## config.mk

```make
export PLATFORM = sky130hd
export DESIGN_NAME = accel_step_detector
export DESIGN_NICKNAME = d
export VERILOG_FILES = /design/src/hw/rtl/asd_pkg.sv /design/src/hw/rtl/asd_fifo.sv /design/src/hw/rtl/asd_front.sv /design/src/hw/rtl/asd_back.sv /design/src/hw/rtl/accel_step_detector.sv
export SDC_FILE = /design/constraint.sdc
export NUM_CORES = 2
export LEC_CHECK = 0
export BUFFER_PORTS_ARGS = -buffer_cell sky130_fd_sc_hd__buf_4
export CAP_MARGIN = 20
export CORE_MARGIN = 4
export CORE_UTILIZATION = 57
export DETAILED_ROUTE_END_ITERATION = 10
export PLACE_DENSITY = 0.81
export SETUP_SLACK_MARGIN = 0.3
export SLEW_MARGIN = 20
export SYNTH_ARGS = -nofsm -noshare
export SYNTH_HDL_FRONTEND = slang
export SYNTH_SLANG_ARGS = --single-unit
export TNS_END_PERCENT = 5
```

## constraint.sdc

```tcl
create_clock -name clk -period 16.63 [get_ports clk]
set_input_delay 0.8315 -clock clk [delete_from_list [all_inputs] [get_ports clk]]
set_output_delay 0.8315 -clock clk [all_outputs]
set_load 0.005 [all_outputs]
```

## src/hw/rtl/asd_pkg.sv

```systemverilog
// Shared types, constants and register codes of the accelerometer step detector.
`default_nettype none

package asd_pkg;

	localparam int AXES = 3;
	localparam int SAMPLE_W = 16;
	localparam int GAP_W = 10;
	localparam int CFG_DATA_W = 15;
	localparam int CFG_INDEX_W = 2;

	localparam logic signed [SAMPLE_W-1:0] SAMPLE_MIN = 16'sh8000;
	localparam logic signed [SAMPLE_W-1:0] SAMPLE_MAX = 16'sh7fff;
	localparam logic [GAP_W-1:0] GAP_LIMIT = 10'd1023;

	// Register indexes of the configuration port.
	localparam logic [CFG_INDEX_W-1:0] REG_PRECISION = 2'd0;
	localparam logic [CFG_INDEX_W-1:0] REG_WINDOW_LENGTH = 2'd1;
	localparam logic [CFG_INDEX_W-1:0] REG_INTERVAL_MIN = 2'd2;
	localparam logic [CFG_INDEX_W-1:0] REG_INTERVAL_MAX = 2'd3;

	// Register values after reset.
	localparam logic [14:0] RST_PRECISION = 15'd8;
	localparam logic [9:0] RST_WINDOW_LENGTH = 10'd50;
	localparam logic [9:0] RST_INTERVAL_MIN = 10'd10;
	localparam logic [9:0] RST_INTERVAL_MAX = 10'd100;

	// Codes of the busy axis.
	localparam logic [1:0] AXIS_X = 2'd0;
	localparam logic [1:0] AXIS_Y = 2'd1;
	localparam logic [1:0] AXIS_Z = 2'd2;

	localparam int DEFAULT_AVERAGE_DEPTH = 4;
	// Depth of the internal queues; must be a power of two.
	localparam int QUEUE_DEPTH = 4;

	typedef logic [AXES-1:0][SAMPLE_W-1:0] trio_t;

	typedef struct packed {
		logic signed [SAMPLE_W-1:0] accel_x;
		logic signed [SAMPLE_W-1:0] accel_y;
		logic signed [SAMPLE_W-1:0] accel_z;
	} in_item_t;

	typedef struct packed {
		logic                       step_found;
		logic                       crossing_seen;
		logic [1:0]                 busy_axis;
		logic signed [SAMPLE_W-1:0] smooth_x;
		logic signed [SAMPLE_W-1:0] smooth_y;
		logic signed [SAMPLE_W-1:0] smooth_z;
	} out_item_t;

	typedef struct packed {
		logic [14:0] precision;
		logic [9:0]  window_length;
		logic [9:0]  interval_min;
		logic [9:0]  interval_max;
	} cfg_t;

endpackage

`default_nettype wire

```

## src/hw/rtl/asd_fifo.sv

```systemverilog
// Small first-in first-out queue with a fill level output.
`default_nettype none

module asd_fifo #(
	parameter int WIDTH = 48,
	parameter int DEPTH = asd_pkg::QUEUE_DEPTH,
	localparam int PTR_W = $clog2(DEPTH),
	localparam int LVL_W = $clog2(DEPTH + 1)
) (
	input  wire logic             clk,
	input  wire logic             arst_n,
	input  wire logic             wr,
	input  wire logic [WIDTH-1:0] wdata,
	input  wire logic             rd,
	output logic      [WIDTH-1:0] rdata,
	output logic                  empty,
	output logic      [LVL_W-1:0] level
);

	logic [WIDTH-1:0] mem_q [DEPTH];
	logic [PTR_W-1:0] wptr_q;
	logic [PTR_W-1:0] rptr_q;
	logic [LVL_W-1:0] level_q;
	logic             do_rd;

	assign empty = (level_q == '0);
	assign do_rd = rd & ~empty;
	assign rdata = mem_q[rptr_q];
	assign level = level_q;

	always_ff @(posedge clk or negedge arst_n) begin
		if (!arst_n) begin
			wptr_q  <= '0;
			rptr_q  <= '0;
			level_q <= '0;
		end else begin
			if (wr) begin
				wptr_q <= wptr_q + 1'b1;
			end
			if (do_rd) begin
				rptr_q <= rptr_q + 1'b1;
			end
			if (wr && !do_rd) begin
				level_q <= level_q + 1'b1;
			end else if (!wr && do_rd) begin
				level_q <= level_q - 1'b1;
			end
		end
	end

	always_ff @(posedge clk) begin
		if (wr) begin
			mem_q[wptr_q] <= wdata;
		end
	end

endmodule

`default_nettype wire

```

## src/hw/rtl/asd_front.sv

```systemverilog
// Front end: sample ring, running sum and divide-by-depth averaging pipeline.
`default_nettype none

module asd_front #(
	parameter int AVG_DEPTH = asd_pkg::DEFAULT_AVERAGE_DEPTH,
	parameter int QDEPTH = asd_pkg::QUEUE_DEPTH,
	localparam int LVL_W = $clog2(QDEPTH + 1)
) (
	input  wire logic              clk,
	input  wire logic              arst_n,
	input  wire logic              push,
	input  wire asd_pkg::in_item_t sample,
	input  wire logic [LVL_W-1:0]  q_level,
	output logic                   full,
	output logic                   q_wr,
	output asd_pkg::trio_t         q_data
);

	localparam int PTR_W = (AVG_DEPTH > 1) ? $clog2(AVG_DEPTH) : 1;
	localparam int SUM_W = asd_pkg::SAMPLE_W + $clog2(AVG_DEPTH);
	localparam int MAG_W = SUM_W;
	// The reciprocal is exact for every magnitude below 2**MAG_W with this shift.
	localparam int REC_SH = MAG_W + 5;
	localparam longint RECIP_L = ((longint'(1) << REC_SH) + AVG_DEPTH - 1) / AVG_DEPTH;
	localparam logic [REC_SH:0] RECIP = RECIP_L[REC_SH:0];
	localparam int PROD_W = MAG_W + REC_SH + 1;
	localparam int OCC_W = LVL_W + 1;

	logic signed [asd_pkg::SAMPLE_W-1:0] din [asd_pkg::AXES];
	logic signed [asd_pkg::SAMPLE_W-1:0] ring_q [AVG_DEPTH][asd_pkg::AXES];
	logic [PTR_W-1:0]                    ptr_q;
	logic [PTR_W-1:0]                    ptr_next;
	logic signed [SUM_W-1:0]             sum_q [asd_pkg::AXES];
	logic signed [SUM_W-1:0]             sum_next [asd_pkg::AXES];
	logic [MAG_W-1:0]                    mag [asd_pkg::AXES];
	logic [PROD_W-1:0]                   prod_s2 [asd_pkg::AXES];
	logic                                neg_s2 [asd_pkg::AXES];
	logic [asd_pkg::SAMPLE_W-1:0]        quot [asd_pkg::AXES];
	logic                                valid_s1;
	logic                                valid_s2;
	logic                                accept;
	logic [OCC_W-1:0]                    occupancy;

	assign din[0] = sample.accel_x;
	assign din[1] = sample.accel_y;
	assign din[2] = sample.accel_z;

	// Items in flight count against the queue so it can never overflow.
	assign occupancy = OCC_W'(q_level) + OCC_W'(valid_s1) + OCC_W'(valid_s2);
	assign full = (occupancy >= OCC_W'(QDEPTH));
	assign accept = push & ~full;

	assign ptr_next = (ptr_q == PTR_W'(AVG_DEPTH - 1)) ? '0 : ptr_q + 1'b1;

	always_comb begin
		for (int a = 0; a < asd_pkg::AXES; a++) begin
			sum_next[a] = sum_q[a] - SUM_W'(ring_q[ptr_q][a]) + SUM_W'(din[a]);
			mag[a] = sum_q[a][SUM_W-1] ? MAG_W'(-sum_q[a]) : MAG_W'(sum_q[a]);
			quot[a] = prod_s2[a][REC_SH +: asd_pkg::SAMPLE_W];
			q_data[a] = neg_s2[a] ? -quot[a] : quot[a];
		end
	end

	assign q_wr = valid_s2;

	always_ff @(posedge clk or negedge arst_n) begin
		if (!arst_n) begin
			for (int i = 0; i < AVG_DEPTH; i++) begin
				for (int a = 0; a < asd_pkg::AXES; a++) begin
					ring_q[i][a] <= '0;
				end
			end
			for (int a = 0; a < asd_pkg::AXES; a++) begin
				sum_q[a] <= '0;
			end
			ptr_q    <= '0;
			valid_s1 <= 1'b0;
			valid_s2 <= 1'b0;
		end else begin
			valid_s1 <= accept;
			valid_s2 <= valid_s1;
			if (accept) begin
				for (int a = 0; a < asd_pkg::AXES; a++) begin
					ring_q[ptr_q][a] <= din[a];
					sum_q[a]         <= sum_next[a];
				end
				ptr_q <= ptr_next;
			end
		end
	end

	always_ff @(posedge clk) begin
		if (valid_s1) begin
			for (int a = 0; a < asd_pkg::AXES; a++) begin
				prod_s2[a] <= mag[a] * RECIP;
				neg_s2[a]  <= sum_q[a][SUM_W-1];
			end
		end
	end

endmodule

`default_nettype wire

```

## src/hw/rtl/asd_back.sv

```systemverilog
// Back end: window tracker, precision shift register, busy axis and step judge.
`default_nettype none

module asd_back #(
	parameter int QDEPTH = asd_pkg::QUEUE_DEPTH,
	localparam int LVL_W = $clog2(QDEPTH + 1)
) (
	input  wire logic             clk,
	input  wire logic             arst_n,
	input  wire asd_pkg::cfg_t    cfg,
	input  wire asd_pkg::trio_t   head,
	input  wire logic             head_valid,
	output logic                  pull,
	input  wire logic [LVL_W-1:0] out_level,
	output logic                  out_wr,
	output asd_pkg::out_item_t    out_item
);

	localparam int OCC_W = LVL_W + 1;
	localparam int SW = asd_pkg::SAMPLE_W;

	// Architectural state.
	logic [9:0]          wcount_q;
	logic signed [SW-1:0] cur_max_q [asd_pkg::AXES];
	logic signed [SW-1:0] cur_min_q [asd_pkg::AXES];
	logic signed [SW-1:0] prev_max_q [asd_pkg::AXES];
	logic signed [SW-1:0] prev_min_q [asd_pkg::AXES];
	logic signed [SW-1:0] older_q [asd_pkg::AXES];
	logic signed [SW-1:0] newer_q [asd_pkg::AXES];
	logic [asd_pkg::GAP_W-1:0] gap_q;

	// First stage: window and shift register update.
	logic                 close_win;
	logic signed [SW-1:0] smooth [asd_pkg::AXES];
	logic signed [SW-1:0] base_max [asd_pkg::AXES];
	logic signed [SW-1:0] base_min [asd_pkg::AXES];
	logic signed [SW-1:0] nmax [asd_pkg::AXES];
	logic signed [SW-1:0] nmin [asd_pkg::AXES];
	logic signed [SW:0]   dshift [asd_pkg::AXES];
	logic [SW:0]          adshift [asd_pkg::AXES];
	logic signed [SW-1:0] nnew [asd_pkg::AXES];
	logic [OCC_W-1:0]     occupancy;

	logic                 valid_s1;
	logic signed [SW-1:0] max_s1 [asd_pkg::AXES];
	logic signed [SW-1:0] min_s1 [asd_pkg::AXES];
	logic signed [SW-1:0] pmax_s1 [asd_pkg::AXES];
	logic signed [SW-1:0] pmin_s1 [asd_pkg::AXES];
	logic signed [SW-1:0] older_s1 [asd_pkg::AXES];
	logic signed [SW-1:0] newer_s1 [asd_pkg::AXES];
	logic signed [SW-1:0] smooth_s1 [asd_pkg::AXES];

	// Second stage: busy axis and threshold.
	logic signed [SW:0]   drange [asd_pkg::AXES];
	logic [SW:0]          range [asd_pkg::AXES];
	logic [1:0]           axis;
	logic signed [SW-1:0] sel_pmax;
	logic signed [SW-1:0] sel_pmin;
	logic signed [SW-1:0] sel_older;
	logic signed [SW-1:0] sel_newer;
	logic signed [SW:0]   mid_sum;
	logic signed [SW:0]   mid_adj;

	logic                 valid_s2;
	logic [1:0]           axis_s2;
	logic signed [SW-1:0] th_s2;
	logic signed [SW-1:0] older_s2;
	logic signed [SW-1:0] newer_s2;
	logic signed [SW-1:0] smooth_s2 [asd_pkg::AXES];

	// Third stage: crossing and gap judge.
	logic                      crossing;
	logic                      step;
	logic [asd_pkg::GAP_W-1:0] gap_inc;

	assign occupancy = OCC_W'(out_level) + OCC_W'(valid_s1) + OCC_W'(valid_s2);
	assign pull = head_valid && (occupancy < OCC_W'(QDEPTH));
	assign close_win = (wcount_q >= cfg.window_length);

	always_comb begin
		for (int a = 0; a < asd_pkg::AXES; a++) begin
			smooth[a]   = $signed(head[a]);
			base_max[a] = close_win ? asd_pkg::SAMPLE_MIN : cur_max_q[a];
			base_min[a] = close_win ? asd_pkg::SAMPLE_MAX : cur_min_q[a];
			nmax[a]     = (smooth[a] > base_max[a]) ? smooth[a] : base_max[a];
			nmin[a]     = (smooth[a] < base_min[a]) ? smooth[a] : base_min[a];
			dshift[a]   = (SW+1)'(smooth[a]) - (SW+1)'(newer_q[a]);
			adshift[a]  = dshift[a][SW] ? (SW+1)'(-dshift[a]) : (SW+1)'(dshift[a]);
			nnew[a]     = (adshift[a] > (SW+1)'(cfg.precision)) ? smooth[a] : newer_q[a];
		end
	end

	always_ff @(posedge clk or negedge arst_n) begin
		if (!arst_n) begin
			wcount_q <= '0;
			for (int a = 0; a < asd_pkg::AXES; a++) begin
				cur_max_q[a]  <= asd_pkg::SAMPLE_MIN;
				cur_min_q[a]  <= asd_pkg::SAMPLE_MAX;
				prev_max_q[a] <= '0;
				prev_min_q[a] <= '0;
				older_q[a]    <= '0;
				newer_q[a]    <= '0;
			end
			valid_s1 <= 1'b0;
			valid_s2 <= 1'b0;
			gap_q    <= '0;
		end else begin
			valid_s1 <= pull;
			valid_s2 <= valid_s1;
			if (pull) begin
				wcount_q <= close_win ? 10'd1 : wcount_q + 1'b1;
				for (int a = 0; a < asd_pkg::AXES; a++) begin
					if (close_win) begin
						prev_max_q[a] <= cur_max_q[a];
						prev_min_q[a] <= cur_min_q[a];
					end
					cur_max_q[a] <= nmax[a];
					cur_min_q[a] <= nmin[a];
					older_q[a]   <= newer_q[a];
					newer_q[a]   <= nnew[a];
				end
			end
			if (valid_s2) begin
				gap_q <= crossing ? '0 : gap_inc;
			end
		end
	end

	always_ff @(posedge clk) begin
		if (pull) begin
			for (int a = 0; a < asd_pkg::AXES; a++) begin
				max_s1[a]    <= nmax[a];
				min_s1[a]    <= nmin[a];
				pmax_s1[a]   <= close_win ? cur_max_q[a] : prev_max_q[a];
				pmin_s1[a]   <= close_win ? cur_min_q[a] : prev_min_q[a];
				older_s1[a]  <= newer_q[a];
				newer_s1[a]  <= nnew[a];
				smooth_s1[a] <= smooth[a];
			end
		end
	end

	always_comb begin
		for (int a = 0; a < asd_pkg::AXES; a++) begin
			drange[a] = (SW+1)'(max_s1[a]) - (SW+1)'(min_s1[a]);
			range[a]  = drange[a][SW] ? (SW+1)'(-drange[a]) : (SW+1)'(drange[a]);
		end
		// Ties go to x, then y.
		if (range[0] >= range[1] && range[0] >= range[2]) begin
			axis = asd_pkg::AXIS_X;
		end else if (range[1] >= range[2]) begin
			axis = asd_pkg::AXIS_Y;
		end else begin
			axis = asd_pkg::AXIS_Z;
		end
		unique case (axis)
			asd_pkg::AXIS_Y: begin
				sel_pmax  = pmax_s1[1];
				sel_pmin  = pmin_s1[1];
				sel_older = older_s1[1];
				sel_newer = newer_s1[1];
			end
			asd_pkg::AXIS_Z: begin
				sel_pmax  = pmax_s1[2];
				sel_pmin  = pmin_s1[2];
				sel_older = older_s1[2];
				sel_newer = newer_s1[2];
			end
			default: begin
				sel_pmax  = pmax_s1[0];
				sel_pmin  = pmin_s1[0];
				sel_older = older_s1[0];
				sel_newer = newer_s1[0];
			end
		endcase
		// Midpoint halved with truncation toward zero.
		mid_sum = (SW+1)'(sel_pmax) + (SW+1)'(sel_pmin);
		mid_adj = mid_sum + (SW+1)'(mid_sum[SW]);
	end

	always_ff @(posedge clk) begin
		if (valid_s1) begin
			axis_s2  <= axis;
			th_s2    <= mid_adj[SW:1];
			older_s2 <= sel_older;
			newer_s2 <= sel_newer;
			for (int a = 0; a < asd_pkg::AXES; a++) begin
				smooth_s2[a] <= smooth_s1[a];
			end
		end
	end

	assign crossing = (older_s2 > th_s2) && (newer_s2 < th_s2);
	assign gap_inc = (gap_q < asd_pkg::GAP_LIMIT) ? gap_q + 1'b1 : gap_q;
	assign step = crossing && (gap_inc > cfg.interval_min) && (gap_inc < cfg.interval_max);

	assign out_wr = valid_s2;
	assign out_item.step_found = step;
	assign out_item.crossing_seen = crossing;
	assign out_item.busy_axis = axis_s2;
	assign out_item.smooth_x = smooth_s2[0];
	assign out_item.smooth_y = smooth_s2[1];
	assign out_item.smooth_z = smooth_s2[2];

endmodule

`default_nettype wire

```

## src/hw/rtl/accel_step_detector.sv

```systemverilog
// Top level of the three-axis accelerometer step detector.
`default_nettype none

// The block takes one signed three-axis sample per item on the input queue
// port (push, full, sample) and returns exactly one result item per sample on
// the output queue port (empty, pop, result), in order. Each result carries the
// moving average of the last AVERAGE_DEPTH samples, the busy axis, whether the
// shift register on that axis fell through the previous window's midpoint, and
// whether that crossing counts as a step under the interval window.
// A sample pushed at the input passes through the averaging (running sum,
// then multiply by the reciprocal of the depth), a four-entry queue, the
// window and axis tracking, and a four-entry result queue before it shows
// up as a result on the output port.
// The block takes one item every cycle while full is low; the fixed multiply
// in the front end and the three-stage back end both run at that rate.
// When the receiver stops popping, the result queue fills, the back end stops
// drawing from the middle queue, and full rises once that queue and the items
// still in the front pipeline account for all its slots.
// Reset clears the sample ring, running sums, window state, shift register,
// gap counter and both queues, and loads the configuration registers with
// their defaults. Registers are written through cfg_we, cfg_index and
// cfg_data; the user must do so only while no item is in flight (not enforced).

module accel_step_detector #(
	parameter int AVERAGE_DEPTH = asd_pkg::DEFAULT_AVERAGE_DEPTH
) (
	input  wire logic                               clk,
	input  wire logic                               arst_n,
	input  wire logic                               push,
	input  wire asd_pkg::in_item_t                  sample,
	output logic                                    full,
	output asd_pkg::out_item_t                      result,
	output logic                                    empty,
	input  wire logic                               pop,
	input  wire logic                               cfg_we,
	input  wire logic [asd_pkg::CFG_INDEX_W-1:0]    cfg_index,
	input  wire logic [asd_pkg::CFG_DATA_W-1:0]     cfg_data
);

	localparam int QDEPTH = asd_pkg::QUEUE_DEPTH;
	localparam int LVL_W = $clog2(QDEPTH + 1);

	asd_pkg::cfg_t      cfg_q;
	logic               mid_wr;
	asd_pkg::trio_t     mid_wdata;
	asd_pkg::trio_t     mid_rdata;
	logic               mid_empty;
	logic               mid_rd;
	logic [LVL_W-1:0]   mid_level;
	logic               out_wr;
	asd_pkg::out_item_t out_wdata;
	logic [LVL_W-1:0]   out_level;

	// Configuration registers: written directly, no handshake.
	always_ff @(posedge clk or negedge arst_n) begin
		if (!arst_n) begin
			cfg_q.precision     <= asd_pkg::RST_PRECISION;
			cfg_q.window_length <= asd_pkg::RST_WINDOW_LENGTH;
			cfg_q.interval_min  <= asd_pkg::RST_INTERVAL_MIN;
			cfg_q.interval_max  <= asd_pkg::RST_INTERVAL_MAX;
		end else if (cfg_we) begin
			unique case (cfg_index)
				asd_pkg::REG_PRECISION:     cfg_q.precision     <= cfg_data;
				asd_pkg::REG_WINDOW_LENGTH: cfg_q.window_length <= cfg_data[9:0];
				asd_pkg::REG_INTERVAL_MIN:  cfg_q.interval_min  <= cfg_data[9:0];
				asd_pkg::REG_INTERVAL_MAX:  cfg_q.interval_max  <= cfg_data[9:0];
				default: ;
			endcase
		end
	end

	// Front end: averaging of the incoming samples.
	asd_front #(
		.AVG_DEPTH (AVERAGE_DEPTH),
		.QDEPTH    (QDEPTH)
	) u_front (
		.clk     (clk),
		.arst_n  (arst_n),
		.push    (push),
		.sample  (sample),
		.q_level (mid_level),
		.full    (full),
		.q_wr    (mid_wr),
		.q_data  (mid_wdata)
	);

	// Queue of smoothed samples between the two halves.
	asd_fifo #(
		.WIDTH ($bits(asd_pkg::trio_t)),
		.DEPTH (QDEPTH)
	) u_mid_q (
		.clk    (clk),
		.arst_n (arst_n),
		.wr     (mid_wr),
		.wdata  (mid_wdata),
		.rd     (mid_rd),
		.rdata  (mid_rdata),
		.empty  (mid_empty),
		.level  (mid_level)
	);

	// Back end: peak windows, shift register and step decision.
	asd_back #(
		.QDEPTH (QDEPTH)
	) u_back (
		.clk        (clk),
		.arst_n     (arst_n),
		.cfg        (cfg_q),
		.head       (mid_rdata),
		.head_valid (~mid_empty),
		.pull       (mid_rd),
		.out_level  (out_level),
		.out_wr     (out_wr),
		.out_item   (out_wdata)
	);

	// Result queue; its head is the result port.
	asd_fifo #(
		.WIDTH ($bits(asd_pkg::out_item_t)),
		.DEPTH (QDEPTH)
	) u_out_q (
		.clk    (clk),
		.arst_n (arst_n),
		.wr     (out_wr),
		.wdata  (out_wdata),
		.rd     (pop),
		.rdata  (result),
		.empty  (empty),
		.level  (out_level)
	);

`ifndef SYNTH
	// The front end's credit check must keep the middle queue from overflowing.
	a_mid_no_overflow: assert property (@(posedge clk) disable iff (!arst_n)
		mid_wr |-> (mid_level < LVL_W'(QDEPTH)))
		else $error("middle queue written while full");

	// The back end's credit check must keep the result queue from overflowing.
	a_out_no_overflow: assert property (@(posedge clk) disable iff (!arst_n)
		out_wr |-> (out_level < LVL_W'(QDEPTH)))
		else $error("result queue written while full");

	// A step can only be reported on a sample that also crossed the threshold.
	a_step_needs_crossing: assert property (@(posedge clk) disable iff (!arst_n)
		(!empty && result.step_found) |-> result.crossing_seen)
		else $error("step reported without a crossing");

	// The back end only draws an item that the middle queue actually holds.
	a_pull_has_data: assert property (@(posedge clk) disable iff (!arst_n)
		mid_rd |-> (mid_level != '0))
		else $error("back end pulled from an empty queue");
`endif

endmodule

`default_nettype wire
```

Word level (Yosys, flattened, before mapping):

Memory sizes are Yosys's and may differ from the RTL's.
Index checks and enable logic that the tools add are counted.

* flip-flop bits (word level): 621
* memory bits (writable): 841
* input port bits: 70
* output and inout port bits: 54
* logic and storage cells: 231
* memories kept: 12

* add/sub/neg operators: 41
* order comparisons: 22
* equal/unequal tests: 6
* multiplexer cells: 69
* bitwise gates (word level): 7
* reduce and logical (&&, ||, !) cells: 23

Memories
* u_out_q.mem_q: depth 4, width 52, rd ports 1, clocked after Yosys merged registers in 0, write ports 1, RTL line asd_fifo.sv:20 `logic [WIDTH-1:0] mem_q [DEPTH];`
* u_mid_q.mem_q: depth 4, width 48, rd ports 1, clocked after Yosys merged registers in 0, write ports 1, RTL line asd_fifo.sv:20
* u_front.prod_s2: depth 3, width 18, rd ports 3, clocked after Yosys merged registers in 0, write ports 3, RTL line asd_front.sv:36 `logic [PROD_W-1:0] prod_s2 [asd_pkg::AXES];`
* u_back.max_s1: depth 3, width 16, rd ports 3, clocked after Yosys merged registers in 0, write ports 3, RTL line asd_back.sv:45 `logic signed [SW-1:0] max_s1 [asd_pkg::AXES];`
* u_back.min_s1: depth 3, width 16, rd ports 3, clocked after Yosys merged registers in 0, write ports 3, RTL line asd_back.sv:46 `logic signed [SW-1:0] min_s1 [asd_pkg::AXES];`
* u_back.newer_s1: depth 3, width 16, rd ports 3, clocked after Yosys merged registers in 0, write ports 3, RTL line asd_back.sv:50 `logic signed [SW-1:0] newer_s1 [asd_pkg::AXES];`
* +6 memories

Operators by type and width (number)
* 192-bit bitwise mux: 3
* 16-bit 2-to-1 mux: 25
* 48-bit demux with 2-bit select: 3
* 48-bit 2-to-1 mux: 3
* 16-bit one-hot mux with 2 select lines: 4
* 17-bit 2-to-1 mux: 6
* 17-bit negation: 6
* 16-bit by 16-bit subtractor with 17-bit output: 6
* 48-bit binary-select mux with 2-bit select: 1
* 16-bit greater-than comparator: 4
* 16-bit < comparator: 4
* 18-bit by 16-bit adder with 18-bit output: 3
* 18-bit 2-to-1 mux: 3
* 18-bit negation: 3
* 18-bit by 16-bit subtractor with 18-bit output: 3
* 17-bit greater-or-equal comparator: 3
* 17-bit by 15-bit greater-than comparator with 1-bit output: 3
* 16-bit negation: 3
* 32-bit 2-to-1 mux: 1
* 10-bit 2-to-1 mux: 3
* 10-bit by 1-bit adder with 10-bit output, second input constant: 2
* 16-bit by 16-bit adder with 17-bit output: 1
* 17-bit by 1-bit adder with 17-bit output: 1
* 3-bit 2-to-1 mux: 4
* other kinds (26): 70

Logic depth before layout (Yosys ltp):

An unclocked memory read counts as a cell.

* word-level depth: 11
* depth in mapped cells: 41

Modules after synthesis:

From an unflattened synthesis, not the netlist that was laid out.

* cell total of the unflattened synthesis: 6579
* area total of the unflattened synthesis: 77431.8 sq um

Modules (own cells, without submodules)
* asd_back: instances 1, cells each 4161, area an instance 43118.9 sq um
* asd_front: instances 1, cells each 1729, area an instance 17262.8 sq um
* asd_fifo (u_out_q): instances 1, cells each 306, area an instance 7962.6 sq um
* asd_fifo (u_mid_q): instances 1, cells each 285, area an instance 7374.6 sq um
* accel_step_detector: instances 1, cells each 98, area an instance 1712.9 sq um

Worst setup path before layout:

OpenSTA, ideal clock, no wires.

* path type: reg2reg
* start point: register u_back.valid_s1
* end point: register u_back.valid_s1
* setup time: 1138 ps
* arrival time: 12074 ps
* data required time: 15492 ps
* slack: 3417 ps
* stages on the path, launching flop included: 7
* path buffers: 3
* period minus slack after synthesis: 13213 ps
* path through: dfrtp_1 > a21o_1 > a211o_1 > clkbuf_1 > inv_1 > clkbuf_1 > clkbuf_1

* cells in the longest elaborated chain, start to end: 4

Ends and longest elaborated chain
* start: declaration: RTL line asd_back.sv:44 `logic valid_s1;`
* start signal: assignment: RTL line asd_back.sv:108 `valid_s1 <= pull;`
* 3-bit by 1-bit adder with 4-bit output: RTL line asd_back.sv:76 `assign occupancy = OCC_W'(out_level) + OCC_W'(valid_s1) + OCC_W'(valid_s2);`
* 4-bit by 1-bit adder with 4-bit output: RTL line asd_back.sv:76
* 4-bit by 3-bit < comparator with 1-bit output: RTL line asd_back.sv:77 `assign pull = head_valid && (occupancy < OCC_W'(QDEPTH));`
* 1-bit logical AND: RTL line asd_back.sv:77
* net mid_rd: RTL line accel_step_detector.sv:48 `logic mid_rd;`

The timed path passes the listed nets, and every way through them passes these cells.
A chain may end at the register's enable or synchronous reset.

==> results by group <==
Status
  • Status: completed

Synthesis
  • Fraction of registers with async set/reset: between 30% and 40%
  • Post-synth EDFFs: 885
  • Seq/Total Area, Yosys: 54.4%
  • Area contributors post-synth: edfxtp_1, dfrtp_1, ha_1
  • Synth Cell Area: 0.0752 sq mm
  • Synth Warn #: 0
  • Syn nets: 6991
  • Top-count cell post-synth: nand2_1
  • Top cell type's share of synthesized area: 35.3%
  • Synth Area per Inst: 11.7 sq um
  • Largest area contributor in the netlist: edfxtp_1
  • Flops & latches, synth: 1456
  • Cell count after synthesis: 6420
  • Post-synth top cells: nand2_1, edfxtp_1, dfrtp_1
  • Synth Flop Type: edfxtp_1
  • Distinct cell type count after synthesis: 93

CTS
  • CTS max path bufs: 3
  • Clock network latency to the later pin of the worst-skew pair: 0.78 ns
  • Clk sinks: between 1000 and 1500
  • Clock tree from TritonCTS: yes
  • Cts repair resizes: 0
  • Post-CTS Hold Buffers: 0
  • Post CTS Setup Buffer Count: 0
  • H-tree levels: 4
  • CTS buffer count: 146
  • Worst-path clk slew: 0.07 ns
  • Root Driver: clkbuf_16

Min path
  • Worst hold path class: in -> async

Critical path
  • Crit path from: u_back.min_s1[0][32]
  • Worst path max stage delay: roughly 0.68 ns
  • Setup slack, reg-to-reg: 6.54 ns
  • Delay-heaviest family, CP: compound AO/OA/AOI/OAI gates
  • Worst setup SP type: register
  • Worst Path Required: around 17 ns
  • Worst path slowest cell: nor4_1
  • Critical-path maximum fanout: 39
  • R2R depth: 32
  • Worst path depth: 32
  • Crit Reg-Reg Endpoint: u_back.th_s2[15]
  • Setup crit end kind: register
  • Crit path to: u_back.th_s2[15]
  • CP most frequent cell: a21oi_1
  • Crit path DAT: 10.61 ns
  • WS Path Type: reg -> reg
  • Worst r2r src: u_back.min_s1[0][32]
  • CP bufs+invs: 1

STA
  • Max Freq: 99.1 MHz
  • Final period utilization: between 60% and 70%
  • Final hold vios: 0
  • Final max-slew violation count: 0
  • Fin Setup TNS: 0 ns
  • Slew @ Worst Pin: 1.18 ns
  • Slew headroom: 21.0%
  • Tmin final: 10.09 ns
  • PnR worst setup slack: 6.54 ns
  • RSZ-0062 raised after global routing: false
  • Min Hold Slack: 0.0406 ns
  • Final setup fails: 0
  • Final clock skew: 0.0291 ns

Layout
  • FILL cells: around 9300
  • Finished Core Util: 63.4%
  • # nets final: 7099
  • Multi-input logic area: around 0.031 sq mm
  • Seq. cell area: 0.0410 sq mm
  • Area Overhead vs Synth: 10.6%
  • Layout cells sized above 1: 14.0%

Routing
  • Via density: 6.06
  • 1st-iter DRT viols: 5486
  • DRC viols: 0
  • Routed WL: 188000 um
  • DR vias: 51000
  • DRT antenna net count: 0
  • Initial DRT Pass Iterations: 9
  • DR WL/cell: 22.3 um

Global route
  • Vias in the first global route: 50700
  • Total grt overflow: 0
  • Initial antenna violation count: 21
  • Global-route wire length before repair: 290000 um
  • Gr usage total: 27.3%
  • Pin count of the biggest net entering global routing: between 150 and 200

Die
  • Initial core utilization: 57.3%
  • Die width: ~370 um
  • FP Rows: 133
  • Die H: 371 um
  • Core area: 0.131 sq mm
  • Total die area: 0.138 sq mm
  • IO Count: 124

Job
  • Max-cap viol count: 0

Placement
  • GP Congestion: 0.941
  • PortBufs: ~120
  • Post-DP HPWL: 128000 um
  • Post-Place Worst Slack: 6.75 ns
## cell usage in the layout (no fill, tap or decap), types with 34 or more instances in the layout
master	count
nor3_1	58
clkinv_2	34
nor2_1	251
nand2b_1	51
mux2_4	49
fa_1	60
nand4_1	50
o22a_1	57
dfstp_2	57
nand3_1	84
buf_4	187
a21oi_1	207
mux4_2	148
mux2_2	164
edfxtp_1	885
xnor2_1	210
nor2b_1	52
o31ai_1	52
nand2_1	1052
dfrtp_1	506
mux2i_1	51
a22o_1	36
a21o_1	80
xor2_1	112
ha_1	441
inv_1	511
o21ai_0	457
clkbuf_16	153
o21a_1	55
## sequential cells by signal (all words and copies together), names as in the netlist, 45 cells and up
| signal | count |
|---|---|
| u_back.newer_s1 | 48 |
| u_back.cur_min_q | 48 |
| u_back.smooth_s1 | 48 |
| u_mid_q.mem_q | 192 |
| u_back.older_s1 | 48 |
| u_out_q.mem_q | 208 |
| u_back.smooth_s2 | 48 |
| u_front.sum_q | 54 |
| u_back.max_s1 | 48 |
| u_front.prod_s2 | 48 |
| u_back.min_s1 | 48 |
| u_front.ring_q | 192 |
| u_back.prev_min_q | 48 |
| cfg_q | 45 |
| u_back.prev_max_q | 48 |
| u_back.newer_q | 48 |
| u_back.pmin_s1 | 48 |
| u_back.pmax_s1 | 48 |
| u_back.cur_max_q | 48 |
## area by class of cell
class | instances | area share (%)
multi-input cells | 4220 | 37.9
clock inverters | 79 | 1.18
flip-flops and latches | 1456 | 49.2
repair buffers | 191 | 1.76
diodes | 10 | 0.0301
inverters | 513 | 2.32
clock buffers | 193 | 4.99
well taps | 1755 | 2.64
## per-stage QoR
| stage | instances | area, sq um |
|---|---|---|
| 2_1_floorplan | 6420 | 75200 |
| 3_3_place_gp | 8135 | 78000 |
| 3_5_place_dp | 8135 | 78000 |
| 4_1_cts | 8407 | 83200 |
| 5_1_grt | 8407 | 83200 |
| 6_report | 8417 | 83200 |
## how the worst min path moves through the flow
| stage | start | end | slack [ns] | cells after the start |
|---|---|---|---|---|
| 6_report | arst_n | u_out_q.level[0] | 0.04 | 1 |
| 2_1_floorplan | u_back.smooth_s1[0][0] | u_back.smooth_s2[0][0] | 0.40 | 0 |
| 3_3_place_gp | u_back.smooth_s1[0][11] | u_back.smooth_s2[0][11] | 0.40 | 0 |
| 4_1_cts | arst_n | u_out_q.level[0] | 0.04 | 1 |
| 3_5_place_dp | u_back.smooth_s1[0][14] | u_back.smooth_s2[0][14] | 0.41 | 0 |
| 5_1_grt | arst_n | u_back.gap_q[8] | 0.1 | 1 |
## cells by family after synthesis
kind of cell               Yosys count  share of synthesized area, %
buffers and inverters              744                          3.81
xor gates and xnor gates           323                          3.78
muxes                              412                          8.55
DFF                               1456                          54.4
and+or+nand+nor                   1804                          10.6
AOI/OAI and AO/OA                 1179                          9.87
adders and majority gates          502                          8.95
## routing by layer
metal,GRT usage (%),routed length [um]
met5,0,72
met4,12.2,9090
met3,5.35,16500
met2,44.3,89000
met1,35.8,73000
Power is not shown: default switching activity piles up to over one toggle a cycle in this logic, so the estimate is an artifact.
